<file path="config.mk">
export PLATFORM = sky130hd
export DESIGN_NAME = fieldbus_telegram_framer_unit
export DESIGN_NICKNAME = d
export VERILOG_FILES = /design/src/design/ftf_pkg.sv /design/src/design/ftf_in_stage.sv /design/src/design/ftf_parse.sv /design/src/design/ftf_out_stage.sv /design/src/design/fieldbus_telegram_framer_unit.sv
export VERILOG_INCLUDE_DIRS = /design/src /design/src/design
export SDC_FILE = /design/constraint.sdc
export NUM_CORES = 1
export LEC_CHECK = 0
export ABC_AREA = 0
export BUFFER_PORTS_ARGS = -buffer_cell sky130_fd_sc_hd__buf_2
export CAP_MARGIN = 20
export CORE_ASPECT_RATIO = 0.8
export CORE_UTILIZATION = 45
export CTS_BUF_LIST = sky130_fd_sc_hd__clkbuf_8
export DETAILED_ROUTE_END_ITERATION = 16
export PLACE_DENSITY_LB_ADDON = 0.25
export SYNTH_ARGS = -nofsm -noshare
export SYNTH_HDL_FRONTEND = slang
export SYNTH_SLANG_ARGS = --single-unit
</file>
<file path="constraint.sdc">
create_clock -name clk -period 3.15 [get_ports clk]
set_input_delay 0.1575 -clock clk [delete_from_list [all_inputs] [get_ports clk]]
set_output_delay 0.1575 -clock clk [all_outputs]
set_load 0.02 [all_outputs]
</file>
<file path="src/design/assert_macros.svh">
// assertion macros used by the framer parse module
// expects clk and arst_n in the scope of each use
`ifndef ASSERT_MACROS_SVH
`define ASSERT_MACROS_SVH

// same-cycle implication, disabled while reset is held
`define FTF_ASSERT_NOW(lbl, ante, cons, msg) \
	lbl: assert property (@(posedge clk) disable iff (!arst_n) (ante) |-> (cons)) \
		else $error(msg);

// next-cycle implication, disabled while reset is held
`define FTF_ASSERT_NEXT(lbl, ante, cons, msg) \
	lbl: assert property (@(posedge clk) disable iff (!arst_n) (ante) |=> (cons)) \
		else $error(msg);

`endif

</file>
<file path="src/design/ftf_pkg.sv">
// types and constants of the fieldbus telegram framer
// no dependencies; imported by every framer module
`default_nettype none

package ftf_pkg;

	// start delimiters and end byte
	localparam logic [7:0] BYTE_SC  = 8'hE5;
	localparam logic [7:0] BYTE_SD1 = 8'h10;
	localparam logic [7:0] BYTE_SD2 = 8'h68;
	localparam logic [7:0] BYTE_SD3 = 8'hA2;
	localparam logic [7:0] BYTE_SD4 = 8'hDC;
	localparam logic [7:0] BYTE_END = 8'h16;

	// variable telegram length limits
	localparam logic [7:0] VAR_MIN_LEN = 8'd4;
	localparam logic [7:0] VAR_MAX_LEN = 8'd249;

	// telegram geometry
	localparam int FIXED11_TOTAL = 14;
	localparam int FIXED3_FIRST  = 2;
	localparam int FIXED3_LAST   = 4;
	localparam int FIXED11_FIRST = 2;
	localparam int FIXED11_LAST  = FIXED11_TOTAL - 2;
	localparam int VAR_FIRST     = 5;
	localparam int VAR_DATA_OFS  = 4;
	localparam int LEN1_POS      = 2;
	localparam int LEN2_POS      = 3;
	localparam int TOKEN_LAST    = 3;

	localparam int POS_W = 9;

	typedef enum logic [2:0] {
		ST_BUSY     = 3'd0,
		ST_OK       = 3'd1,
		ST_EXTRA    = 3'd2,
		ST_LONG     = 3'd3,
		ST_SHORT    = 3'd4,
		ST_WRONGEND = 3'd5,
		ST_LENMIS   = 3'd6,
		ST_CSUM     = 3'd7
	} status_t;

	typedef enum logic [2:0] {
		KIND_SC  = 3'd0,
		KIND_SD1 = 3'd1,
		KIND_SD2 = 3'd2,
		KIND_SD3 = 3'd3,
		KIND_SD4 = 3'd4
	} kind_t;

	// one result item
	typedef struct packed {
		status_t            status;
		kind_t              kind;
		logic [POS_W-1:0]   pos;
		logic               frame_end;
	} result_t;

endpackage

`default_nettype wire

</file>
<file path="src/design/ftf_in_stage.sv">
// input register of the framer: holds one received byte
// depends on ftf_pkg only through the common import style
`default_nettype none

module ftf_in_stage
	import ftf_pkg::*;
(
	input  wire logic       clk,
	input  wire logic       arst_n,
	input  wire logic       in_valid,
	output logic            in_stall,
	input  wire logic [7:0] rx_byte,
	input  wire logic       room,
	output logic            valid_s1,
	output logic [7:0]      byte_s1
);

	// stall only while a held byte cannot move on
	assign in_stall = valid_s1 && !room;

	// valid flag
	always_ff @(posedge clk or negedge arst_n) begin
		if (!arst_n) begin
			valid_s1 <= 1'b0;
		end else if (!in_stall) begin
			valid_s1 <= in_valid;
		end
	end

	// byte payload
	always_ff @(posedge clk) begin
		if (in_valid && !in_stall) begin
			byte_s1 <= rx_byte;
		end
	end

endmodule

`default_nettype wire

</file>
<file path="src/design/ftf_parse.sv">
// framing state and per-byte decision logic
// depends on ftf_pkg and assert_macros.svh
`default_nettype none
`include "assert_macros.svh"

module ftf_parse
	import ftf_pkg::*;
#(
	parameter int MAX_FRAME_BYTES = 256
) (
	input  wire logic       clk,
	input  wire logic       arst_n,
	input  wire logic       take,
	input  wire logic [7:0] byte_s1,
	output result_t         res
);

	localparam int CW = $clog2(MAX_FRAME_BYTES + 1);

	typedef struct packed {
		status_t    status;
		logic       done;
		logic [7:0] sum;
	} body_t;

	logic [CW-1:0] cnt_q;
	kind_t         kind_q;
	logic [7:0]    sum_q;
	logic [7:0]    len_first_q;
	logic [7:0]    data_len_q;

	logic [CW-1:0] cnt_n;
	kind_t         kind_n;
	logic [7:0]    sum_n;
	logic [7:0]    len_first_n;
	logic [7:0]    data_len_n;
	logic [CW-1:0] pos_full;
	body_t         body;

	// checksummed body: data first..last, checksum at last+1, end byte at last+2
	function automatic body_t body_byte(
		input logic [CW-1:0] pos,
		input logic [7:0]    b,
		input logic [CW-1:0] first,
		input logic [CW-1:0] last,
		input logic [7:0]    sum
	);
		body_t r;
		r.status = ST_BUSY;
		r.done   = 1'b0;
		r.sum    = sum;
		if (pos >= first && pos <= last) begin
			r.sum = sum + b;
		end else if (pos == last + CW'(1)) begin
			r.sum = sum - b;
		end else if (pos == last + CW'(2)) begin
			r.done = 1'b1;
			if (b != BYTE_END) begin
				r.status = ST_WRONGEND;
			end else if (sum != 8'd0) begin
				r.status = ST_CSUM;
			end else begin
				r.status = ST_OK;
			end
		end
		return r;
	endfunction

	assign pos_full = cnt_q + CW'(1);

	// body check, with the data window chosen by frame kind
	always_comb begin
		unique case (kind_q)
			KIND_SD1: body = body_byte(pos_full, byte_s1, CW'(FIXED3_FIRST),
				CW'(FIXED3_LAST), sum_q);
			KIND_SD3: body = body_byte(pos_full, byte_s1, CW'(FIXED11_FIRST),
				CW'(FIXED11_LAST), sum_q);
			default:  body = body_byte(pos_full, byte_s1, CW'(VAR_FIRST),
				CW'(data_len_q) + CW'(VAR_DATA_OFS), sum_q);
		endcase
	end

	// next state and result for the byte in the input register
	always_comb begin
		cnt_n         = cnt_q;
		kind_n        = kind_q;
		sum_n         = sum_q;
		len_first_n   = len_first_q;
		data_len_n    = data_len_q;
		res.status    = ST_BUSY;
		res.frame_end = 1'b0;
		if (cnt_q >= CW'(MAX_FRAME_BYTES)) begin
			res.status    = ST_LONG;
			res.frame_end = 1'b1;
		end else begin
			cnt_n = pos_full;
			if (pos_full == CW'(1)) begin
				sum_n = 8'd0;
				unique case (byte_s1)
					BYTE_SC: begin
						kind_n        = KIND_SC;
						res.status    = ST_OK;
						res.frame_end = 1'b1;
					end
					BYTE_SD1: kind_n = KIND_SD1;
					BYTE_SD2: kind_n = KIND_SD2;
					BYTE_SD3: kind_n = KIND_SD3;
					BYTE_SD4: kind_n = KIND_SD4;
					default: begin
						kind_n        = KIND_SC;
						res.status    = ST_EXTRA;
						res.frame_end = 1'b1;
					end
				endcase
			end else begin
				unique case (kind_q)
					KIND_SD1, KIND_SD3: begin
						sum_n         = body.sum;
						res.status    = body.status;
						res.frame_end = body.done;
					end
					KIND_SD4: begin
						if (pos_full == CW'(TOKEN_LAST)) begin
							res.status    = ST_OK;
							res.frame_end = 1'b1;
						end
					end
					KIND_SD2: begin
						if (pos_full == CW'(LEN1_POS)) begin
							len_first_n = byte_s1;
						end else if (pos_full == CW'(LEN2_POS)) begin
							// mismatch first, then too short, then too long
							if (byte_s1 != len_first_q) begin
								res.status    = ST_LENMIS;
								res.frame_end = 1'b1;
							end else if (byte_s1 < VAR_MIN_LEN) begin
								res.status    = ST_SHORT;
								res.frame_end = 1'b1;
							end else if (byte_s1 > VAR_MAX_LEN) begin
								res.status    = ST_LONG;
								res.frame_end = 1'b1;
							end else begin
								data_len_n = byte_s1;
							end
						end else if (pos_full > CW'(VAR_DATA_OFS)) begin
							sum_n         = body.sum;
							res.status    = body.status;
							res.frame_end = body.done;
						end
					end
					default: begin
						res.status    = ST_EXTRA;
						res.frame_end = 1'b1;
					end
				endcase
			end
		end
		if (res.frame_end) begin
			cnt_n = '0;
		end
		res.kind = kind_n;
		res.pos  = pos_full[POS_W-1:0];
	end

	// control state
	always_ff @(posedge clk or negedge arst_n) begin
		if (!arst_n) begin
			cnt_q  <= '0;
			kind_q <= KIND_SC;
			sum_q  <= 8'd0;
		end else if (take) begin
			cnt_q  <= cnt_n;
			kind_q <= kind_n;
			sum_q  <= sum_n;
		end
	end

	// length bytes, always written before use within a telegram
	always_ff @(posedge clk) begin
		if (take) begin
			len_first_q <= len_first_n;
			data_len_q  <= data_len_n;
		end
	end

	`FTF_ASSERT_NOW(a_end_matches_status, take,
		res.frame_end == (res.status != ST_BUSY), "frame end and status disagree")
	`FTF_ASSERT_NEXT(a_count_clears, take && res.frame_end,
		cnt_q == '0, "byte count not cleared after frame end")
	`FTF_ASSERT_NEXT(a_count_runs, take && !res.frame_end,
		cnt_q != '0, "byte count lost inside a frame")
	`FTF_ASSERT_NOW(a_count_bound, 1'b1,
		cnt_q <= CW'(MAX_FRAME_BYTES), "byte count beyond frame limit")

endmodule

`default_nettype wire

</file>
<file path="src/design/ftf_out_stage.sv">
// result register of the framer with its output handshake
// depends on ftf_pkg for the result type
`default_nettype none

module ftf_out_stage
	import ftf_pkg::*;
(
	input  wire logic     clk,
	input  wire logic     arst_n,
	input  wire logic     valid_s1,
	input  wire result_t  res,
	input  wire logic     out_stall,
	output logic          room,
	output logic          out_valid,
	output result_t       res_s2
);

	// register free, or being emptied this cycle
	assign room = !out_valid || !out_stall;

	// valid flag
	always_ff @(posedge clk or negedge arst_n) begin
		if (!arst_n) begin
			out_valid <= 1'b0;
		end else if (room) begin
			out_valid <= valid_s1;
		end
	end

	// result payload
	always_ff @(posedge clk) begin
		if (room && valid_s1) begin
			res_s2 <= res;
		end
	end

endmodule

`default_nettype wire

</file>
<file path="src/design/fieldbus_telegram_framer_unit.sv">
// Fieldbus telegram framer: takes received bytes and frames telegrams.
// Input channel in_valid/in_stall carries rx_byte, one byte per request.
// Output channel out_valid/out_stall carries one result per byte: status,
// frame_kind, byte_position and frame_end.
// A byte is first held in the input register; its result is then
// registered in the result register as the receiver makes room.
// Throughput: one byte per cycle unless the receiver stalls; the framing
// state is updated by a short per-byte decision between the input register
// and the result register. When the receiver stalls, the result register
// holds, and in_stall is raised while the input register holds a byte.
// Reset clears both registers' valid flags, the byte count, the frame kind
// and the checksum; the framer starts hunting for a start byte.
// MAX_FRAME_BYTES sets the width of the byte counter and the frame limit.
`default_nettype none

module fieldbus_telegram_framer_unit
	import ftf_pkg::*;
#(
	parameter int MAX_FRAME_BYTES = 256
) (
	input  wire logic       clk,
	input  wire logic       arst_n,
	input  wire logic       in_valid,
	output logic            in_stall,
	input  wire logic [7:0] rx_byte,
	output logic            out_valid,
	input  wire logic       out_stall,
	output logic [2:0]      status,
	output logic [2:0]      frame_kind,
	output logic [8:0]      byte_position,
	output logic            frame_end
);

	logic       valid_s1;
	logic [7:0] byte_s1;
	logic       room;
	result_t    res;
	result_t    res_s2;

	// input register
	ftf_in_stage u_in (
		.clk      (clk),
		.arst_n   (arst_n),
		.in_valid (in_valid),
		.in_stall (in_stall),
		.rx_byte  (rx_byte),
		.room     (room),
		.valid_s1 (valid_s1),
		.byte_s1  (byte_s1)
	);

	// framing state and decision
	ftf_parse #(
		.MAX_FRAME_BYTES (MAX_FRAME_BYTES)
	) u_parse (
		.clk     (clk),
		.arst_n  (arst_n),
		.take    (valid_s1 && room),
		.byte_s1 (byte_s1),
		.res     (res)
	);

	// result register
	ftf_out_stage u_out (
		.clk       (clk),
		.arst_n    (arst_n),
		.valid_s1  (valid_s1),
		.res       (res),
		.out_stall (out_stall),
		.room      (room),
		.out_valid (out_valid),
		.res_s2    (res_s2)
	);

	// result fields
	assign status        = res_s2.status;
	assign frame_kind    = res_s2.kind;
	assign byte_position = res_s2.pos;
	assign frame_end     = res_s2.frame_end;

endmodule

`default_nettype wire
</file>
* Word-level counts from Yosys, hierarchy flattened
Cells that the tools add are included.
** Storage, ports and cells
- Input bits :: 12
- Output and inout port bits :: 18
- Flip-flop bits (word level) :: 62
** Operators by class
- Order comparisons :: 9
- Reduce and logical (&&, ||, !) cells :: 19
- Muxes and demuxes :: 49
- Add/sub/neg operators :: 6
- Equality and inequality tests :: 24
- Bitwise gates (word level) :: 6
** Operator list (count)
- $mux W8 :: 10
- $mux W4 :: 9
- $mux W3 :: 10
- $eq A8 B8 Y1 const B :: 3
- $pmux W12 S2 :: 1
- $add A9 B1 Y9 const B :: 2
- $eq A9 B2 Y1 const B :: 2
- $eq A9 B3 Y1 const B :: 2
- $eq A9 B4 Y1 const B :: 2
- $eq A9 B9 Y1 :: 2
- $mux W9 :: 2
- $pmux W8 S2 :: 1
- $pmux W3 S4 :: 1
- $mux W1 :: 11
- $add A8 B3 Y9 const B :: 1
- $add A9 B2 Y9 const B :: 1
- $eq A9 B1 Y1 const B :: 1
- $ge A9 B2 Y1 const B :: 1
- $ge A9 B3 Y1 const B :: 1
- $ge A9 B9 Y1 const B :: 1
- $gt A9 B3 Y1 const B :: 1
- $le A9 B3 Y1 const B :: 1
- $le A9 B4 Y1 const B :: 1
- $le A9 B9 Y1 :: 1
- 30 further kinds :: 45

* Longest topological paths before layout
Gate-level depths: netlist of run 1.
- Word-level depth :: 15
- Mapped depth :: 16
- Depth with buffers taken out :: 14

* By module
Synthesis of run 1 repeated with hierarchy kept, for this count alone.
** Unflattened totals
- Cells, all modules :: 525
- Area, all modules :: 4885.9 µm²
** Modules (own cells, without submodules)
- ftf_parse :: area each 4053.9 µm², cells an instance 491, seq. area each 980.9 µm², times used 1
- ftf_out_stage :: area each 528.0 µm², cells an instance 20, seq. area each 505.5 µm², times used 1
- ftf_in_stage :: area each 297.8 µm², cells an instance 13, seq. area each 265.3 µm², times used 1
- fieldbus_telegram_framer_unit :: area each 6.3 µm², cells an instance 1, seq. area each 0.0 µm², times used 1

* Least setup slack after synthesis of run 1
No wires, ideal clock.
- Kind :: flip-flop to flip-flop
- From :: register u_parse.cnt_q[0]
- To :: register u_parse.sum_q[5]
- Setup time :: 0.120 ns
- Arrival :: 3.159 ns
- Path buffers :: 2
- Setup slack :: -0.128 ns
- Required time :: 3.030 ns
- Stages on the path, launching flop included :: 17
- Path through :: dfrtp_1 -> ha_1 -> buf_4 -> clkbuf_1 -> nand2_1 -> o21ai_0 -> nand2_1 -> ha_1 -> or2_2 -> o41a_1 -> o41a_1 -> o22ai_1 -> o211ai_2 -> nand2_2 -> mux2i_1 -> xnor2_1 -> a31o_1
** RTL lines
- start, declared :: RTL line ftf_parse.sv:26 : logic [CW-1:0] cnt_q;
- start signal, assigned :: RTL line ftf_parse.sv:172 : cnt_q <= cnt_n;
- end signal, assigned :: RTL line ftf_parse.sv:174 : sum_q <= sum_n;
- end, declared :: RTL line ftf_parse.sv:28 : logic [7:0] sum_q;

==> impl_metrics.tcl, run 1 <==
set metrics [dict create \
    status "finished with violations" \
    violations "negative setup slack" \
    min_period_ns 3.24 \
    synthArstFlopShare_pct 35.5 \
    io_pins 30 \
    drt_iter0_drc 435 \
    relSlewSlack_pct 58.5 \
    cts_buffer_depth 2 \
    synth_compound_area_share_pct 20.8 \
    grt_pass1_vias 4429 \
    power_w 0.00197 \
    synth_area_leaders "edfxtp_1, dfrtp_1, ha_1, nand2_1, xnor2_1" \
    startpoint_type "flip-flop" \
    fin_crit_sh_pct 103 \
    grt_pass1_wl_um 22400 \
    rsz0062_at_grt "true" \
    setup_ws_ns -0.0897 \
    crit_family "compound AO/OA/AOI/OAI gates" \
    synthMuxAreaShare_pct 1.72 \
    synthDistinctLibCells 88 \
    crit_top_cell "nand2_2" \
    crit_fanout 8 \
    yosysWarningCount 0 \
    dpl.hpwl_um 10600 \
    tightest_slew_ns 0.607 \
    post-place-ws_ns -0.234 \
    place_area_um2 5980 \
    hold_path_class "input port to flip-flop" \
    cp.required_ns 3.40 \
    yosysTopAreaCell "edfxtp_1" \
    syn-cell-area_um2 5010 \
    synth_area_per_cell_um2 9.37 \
    max_stage_delay_ns 0.46 \
    critPathArrivalTime_ns 3.49 \
    wl_per_cell_um 18.0 \
    drc_errors 0 \
    antenna_cells 0 \
    fin_util_pct 62.5 \
    placementRows 34 \
    area_delta_synth_final_pct 35.2 \
    p_leak_nw 2.84 \
    grt_max_degree 23 \
    cts_buffers 9 \
    setup_viol 14 \
    pwr_density_cell_nw_per_um2 291 \
    drive_above_1_share_pct 36.1 \
    end_kind "flip-flop" \
    clockRootBuffer "clkbuf_8" \
    synth.net_count 575 \
    floorplan.initialDensity_pct 46.2 \
    clk_latency_ns 0.37 \
    path_clk_slew_ns 0.08 \
    drv_slew 0 \
    antenna_found_initial 0 \
    crit_buf_inv 3 \
    n_fill_cell 902 \
    placement.io_buffers 29 \
    num_vias 4767 \
    ys.flop_type "edfxtp_1" \
    die-area_um2 11600 \
    seq_area_frac_synth_pct 34.9 \
    track_usage_pct 25.2 \
    synth-seq-cells 62 \
    holdWs_ns 0.0351 \
    syn_inst 535 \
    gp_congestion 0.943 \
    drt_pass1_iterations 6 \
    coreArea_um2 10800 \
    synthAdderAreaFrac_pct 7.29 \
    hold_viol_final 0 \
    synthXorXnorAreaFrac_pct 8.58 \
    die_h_um 96.4 \
    cts.sinks 62 \
    cts_tree "done" \
    synth_top_family_by_area "simple AND/OR/NAND/NOR gates" \
    crit_path_top_delay_cell "o41a_1" \
    finClkSkew_ns 0.0162 \
    drt-total-wl_um 14900 \
    ir_worst_vdd_mv 0.296 \
    yosysTopAreaCellShare_pct 24.0 \
    drv_cap 0 \
    synth_simple_gate_area_share_pct 21.7 \
    vias_per_cell 5.78 \
    grt_overflow 0 \
    max_freq_mhz 309 \
    synth_edf_count 40 \
    final_area_um2 6780 \
    htree_levels 3 \
    crit_chain "ha_4 > and3b_2 > nand2_2 > nand2_2 > ha_4 > buf_6 > nand2_2 > o41a_1 > o22ai_4 > o21ai_2 > buf_4 > a31oi_4 > buf_12 > nor2b_1 > a31oi_1 > o21ai_1" \
    ant_nets 0 \
    nets 716 \
    die_x_um 120 \
    path_class "flip-flop to flip-flop" \
]
==> sequential cells by signal (all words and copies together), names as in the netlist <==
name,cells
u_parse.cnt_q,9
u_parse.kind_q,3
u_parse.data_len_q,8
u_out.res_s2,16
u_parse.sum_q,8
u_out.out_valid,1
u_in.byte_s1,8
u_parse.len_first_q,8
u_in.valid_s1,1
==> metal layers <==
metal  wire length [µm]  vias up  global-route usage (%)
met5                  0        -                       0
met4                306        0                    8.75
met3                757       31                    4.75
met1               6710     2273                    33.2
li1                   -     2274                       -
met2               7100      189                    42.0
==> placed cells by master, fill, tap and decap left out, drive strengths merged, types with 11 or more instances in the layout <==
| master | synthesis | layout |
|---|---|---|
| ha | 26 | 26 |
| buf | 14 | 145 |
| xor2 | 17 | 17 |
| nand3 | 21 | 21 |
| xnor2 | 21 | 21 |
| nor2 | 32 | 32 |
| nand2 | 60 | 60 |
| nor4 | 14 | 14 |
| a21oi | 19 | 19 |
| edfxtp | 40 | 40 |
| inv | 32 | 37 |
| dfrtp | 22 | 22 |
| nor2b | 11 | 11 |
| o21ai | 28 | 28 |
==> cells by family after synthesis <==
group,count (synthesis)
compound gates,138
simple gates,199
buf+inv,58
xor+xnor,42
mux,8
flops,62
fa+ha+maj,28
==> what timing repair did <==
action,in CTS,in global routing
gates resized for setup,18,52
pin swaps,17,14
hold buffers,10,0
hold endpoints to repair,31,0
setup endpoints to repair,28,20
setup buffers,8,8
gates cloned,0,1
==> through the flow <==
step,std cells,setup TNS [ns]
finish,825,-0.619
global route,825,-1.99
CTS,816,-0.0598
detailed placement,782,-4.10
global placement,782,-1.95
floorplan,535,0
==> synth_stat cells, drive strengths merged, types with 8 or more instances <==
cell type	instances
nand2	60
nor4	14
nor2	32
dfrtp	22
inv	32
and3	10
ha	26
edfxtp	40
a21oi	19
a21boi	8
buf	14
nand3	21
clkbuf	12
nor3	8
o21ai	28
a31oi	10
xor2	17
xnor2	21
a211oi	8
nor2b	11
==> worst min-delay path, delay by kind of cell <==
family | cells | cell delay (ns)
simple gates | 2 | 0.13
buf+inv | 1 | 0.09
==> worst paths after layout <==
path / from / end / slack [ns] / cells past startpoint
max: u_parse.cnt_q[1] / u_parse.sum_q[7] / -0.09 / 16
min: out_stall / u_out.out_valid / 0.04 / 3
max reg2reg: u_parse.cnt_q[1] / u_parse.sum_q[7] / -0.09 / 16
min reg2reg: u_in.valid_s1 / u_out.out_valid / 0.51 / 1
max in group asynchronous: arst_n / u_parse.sum_q[0] / 2.41 / 2
min in group asynchronous: arst_n / u_parse.sum_q[3] / 0.33 / 2
==> area by class of cell <==
| type | count | area (µm²) | share of cell area, % |
|---|---|---|---|
| multi-input combinational | 415 | 3380 | 49.8 |
| sequential | 62 | 1750 | 25.8 |
| tap | 144 | 180 | 2.66 |
| clock inverter | 7 | 62.6 | 0.923 |
| timing repair buffer | 156 | 1160 | 17.2 |
| clock buffer | 9 | 124 | 1.83 |
| inverter | 32 | 120 | 1.77 |
==> where the power goes <==
group | internal (W) | switching (W) | leakage (nW)
sequential | 0.000899 | 0.0000237 | 0.670
clock | 0.000303 | 0.000395 | 0.0931
combinational | 0.000151 | 0.000201 | 2.08
total | 0.00135 | 0.000619 | 2.84
Power figures use the tool's default switching activity.
==> run 2: changes to the inputs <==
--- a/config.mk
+++ b/config.mk
@@ -10,6 +10,7 @@
 export BUFFER_PORTS_ARGS = -buffer_cell sky130_fd_sc_hd__buf_2
 export CAP_MARGIN = 20
 export CORE_ASPECT_RATIO = 0.8
+export CORE_MARGIN = 2
 export CORE_UTILIZATION = 45
 export CTS_BUF_LIST = sky130_fd_sc_hd__clkbuf_8
 export DETAILED_ROUTE_END_ITERATION = 16
==> run 2 against run 1 <==
Compared with the run above: the run still ends with negative setup slack left; worst setup slack gained 0.034 ns; non-clock buffer count shrank 12; first-iteration DRC count shrank 17%; final cell count shrank 1.5%; critical path type unchanged; largest cell class unchanged; largest power group unchanged; highest routed layer unchanged.
==> impl_metrics.tcl, run 2 (same netlist as run 1, synthesis figures left out) <==
set metrics [dict create \
    pwr_density_cell_nw_per_um2 296 \
    area_delta_synth_final_pct 31.4 \
    antenna_cells 0 \
    p_leak_nw 2.79 \
    placement.io_buffers 29 \
    regMostFlops "u_out.res_s2" \
    violations "negative setup slack" \
    hold_viol_final 0 \
    drt-total-wl_um 14500 \
    grt_pass1_vias 4619 \
    drive_above_1_share_pct 33.0 \
    fin_util_pct 60.8 \
    die_x_um 122 \
    cts_buffers 9 \
    drv_cap 0 \
    floorplan.initialDensity_pct 46.2 \
    layout_common_cells "buf_4, nand2_1, edfxtp_1" \
    setup_ws_ns -0.0554 \
    stdcell_count 813 \
    fin_crit_sh_pct 102 \
    htree_levels 3 \
    startpoint_type "flip-flop" \
    coreArea_um2 10800 \
    finClkSkew_ns 0.0127 \
    final_area_um2 6590 \
    io_pins 30 \
    grt_overflow 0 \
    setup_viol 16 \
    n_fill_cell 920 \
    dp.cells 777 \
    critPathArrivalTime_ns 3.45 \
    largest_reg_flops 16 \
    grt_pass1_wl_um 23200 \
    tightest_slew_ns 0.679 \
    ant_nets 0 \
    min_period_ns 3.21 \
    largestRegisters "u_out.res_s2: 16 flops, u_parse.cnt_q: 9 flops" \
    path_clk_slew_ns 0.08 \
    track_usage_pct 25.0 \
    gp_congestion 0.956 \
    relSlewSlack_pct 54.3 \
    placementRows 34 \
    status "finished with violations" \
    cts.sinks 62 \
    cp.required_ns 3.40 \
    die_h_um 98.4 \
    cts_tree "done" \
    num_vias 4707 \
    rsz0062_at_grt "true" \
    dpl.hpwl_um 10600 \
    drv_slew 0 \
    clockRootBuffer "clkbuf_8" \
    power_w 0.00195 \
    wl_per_cell_um 17.9 \
    ir_worst_vdd_mv 0.204 \
    vias_per_cell 5.79 \
    end_kind "flip-flop" \
    hold_path_class "input port to flip-flop" \
    clk_latency_ns 0.36 \
    crit_fanout 7 \
    max_freq_mhz 312 \
    cts_buffer_depth 2 \
    die-area_um2 12000 \
    grt_max_degree 23 \
    antenna_found_initial 0 \
    path_class "flip-flop to flip-flop" \
    place_area_um2 5950 \
    drt_pass1_iterations 5 \
    drt_iter0_drc 359 \
    drc_errors 0 \
    final_common_cell "buf_4" \
    post-place-ws_ns -0.134 \
    nets 704 \
]
==> run 2: changes by cell type in the layout (fill, tap and decap cells not counted), sizes merged <==
cell / before / now
inv: 37 / 35
clkbuf: 10 / 9
clkinvlp: 1 / 2
buf: 145 / 134
clkinv: 1 / 2
==> run 2: routing by layer <==
layer  global-route usage (%)  up-vias  wire (µm)
met3                     5.56       36        952
met5                        0        -          0
li1                         -     2247          -
met2                     39.2      186       6720
met4                     9.02        0        368
met1                     33.9     2238       6480
==> run 2: timing repair <==
action                                 CTS  global route
hold buffers                             9             1
cloned                                   1             0
endpoints found under the hold margin   30             1
pin swaps                               17            11
resized for setup                       34            18
setup endpoints to repair               19            22
buffers inserted                         6             4
==> run 2: worst paths after layout <==
path	cells after the start	slack, ns	startpoint	endpoint
setup reg to reg	14	-0.06	u_parse.cnt_q[0]	u_parse.cnt_q[1]
setup / recovery	14	-0.06	u_parse.cnt_q[0]	u_parse.cnt_q[1]
min in group asynchronous	2	0.34	arst_n	u_parse.cnt_q[7]
max in group asynchronous	2	2.39	arst_n	u_parse.kind_q[0]
hold reg to reg	1	0.55	u_in.valid_s1	u_out.out_valid
hold / removal	3	0.07	out_stall	u_out.out_valid
==> run 2: critical path, cell delays in order, from the launching register on <==
cell      delay [ns]
dfrtp_1         0.42
buf_4           0.15
inv_1           0.05
ha_1            0.30
buf_6           0.15
nand2b_1        0.07
a32oi_1         0.19
o311ai_2        0.20
and3_4          0.26
buf_4           0.14
and4b_4         0.32
a41oi_4         0.17
a21oi_4         0.35
nand2b_4        0.22
o22ai_2         0.08
==> run 2: stage by stage <==
stage          TNS [ns]  hold slack, ns
3_5_place_dp      -1.30           0.196
4_1_cts               0         0.00139
6_report         -0.531          0.0677
3_3_place_gp     -0.795           0.186
2_1_floorplan         0          -0.138
5_1_grt           -2.65          0.0482
==> run 2: area by class of cell <==
cell class                      count  area, µm²  share of cell area, %
Tap cell                          144        180                   2.73
Sequential cell                    62       1750                   26.6
Timing Repair Buffer              144       1090                   16.5
Inverter                           32        120                   1.82
Clock buffer                        9        124                   1.88
Clock inverter                      7       57.6                  0.873
Multi-Input combinational cell    415       3270                   49.6
==> run 2: power by group <==
group	internal, W	switching (W)	leakage (nW)
Clock	0.000296	0.000371	0.0881
Combinational	0.000157	0.000200	2.04
Sequential	0.000900	0.0000243	0.670
Total	0.00135	0.000596	2.79
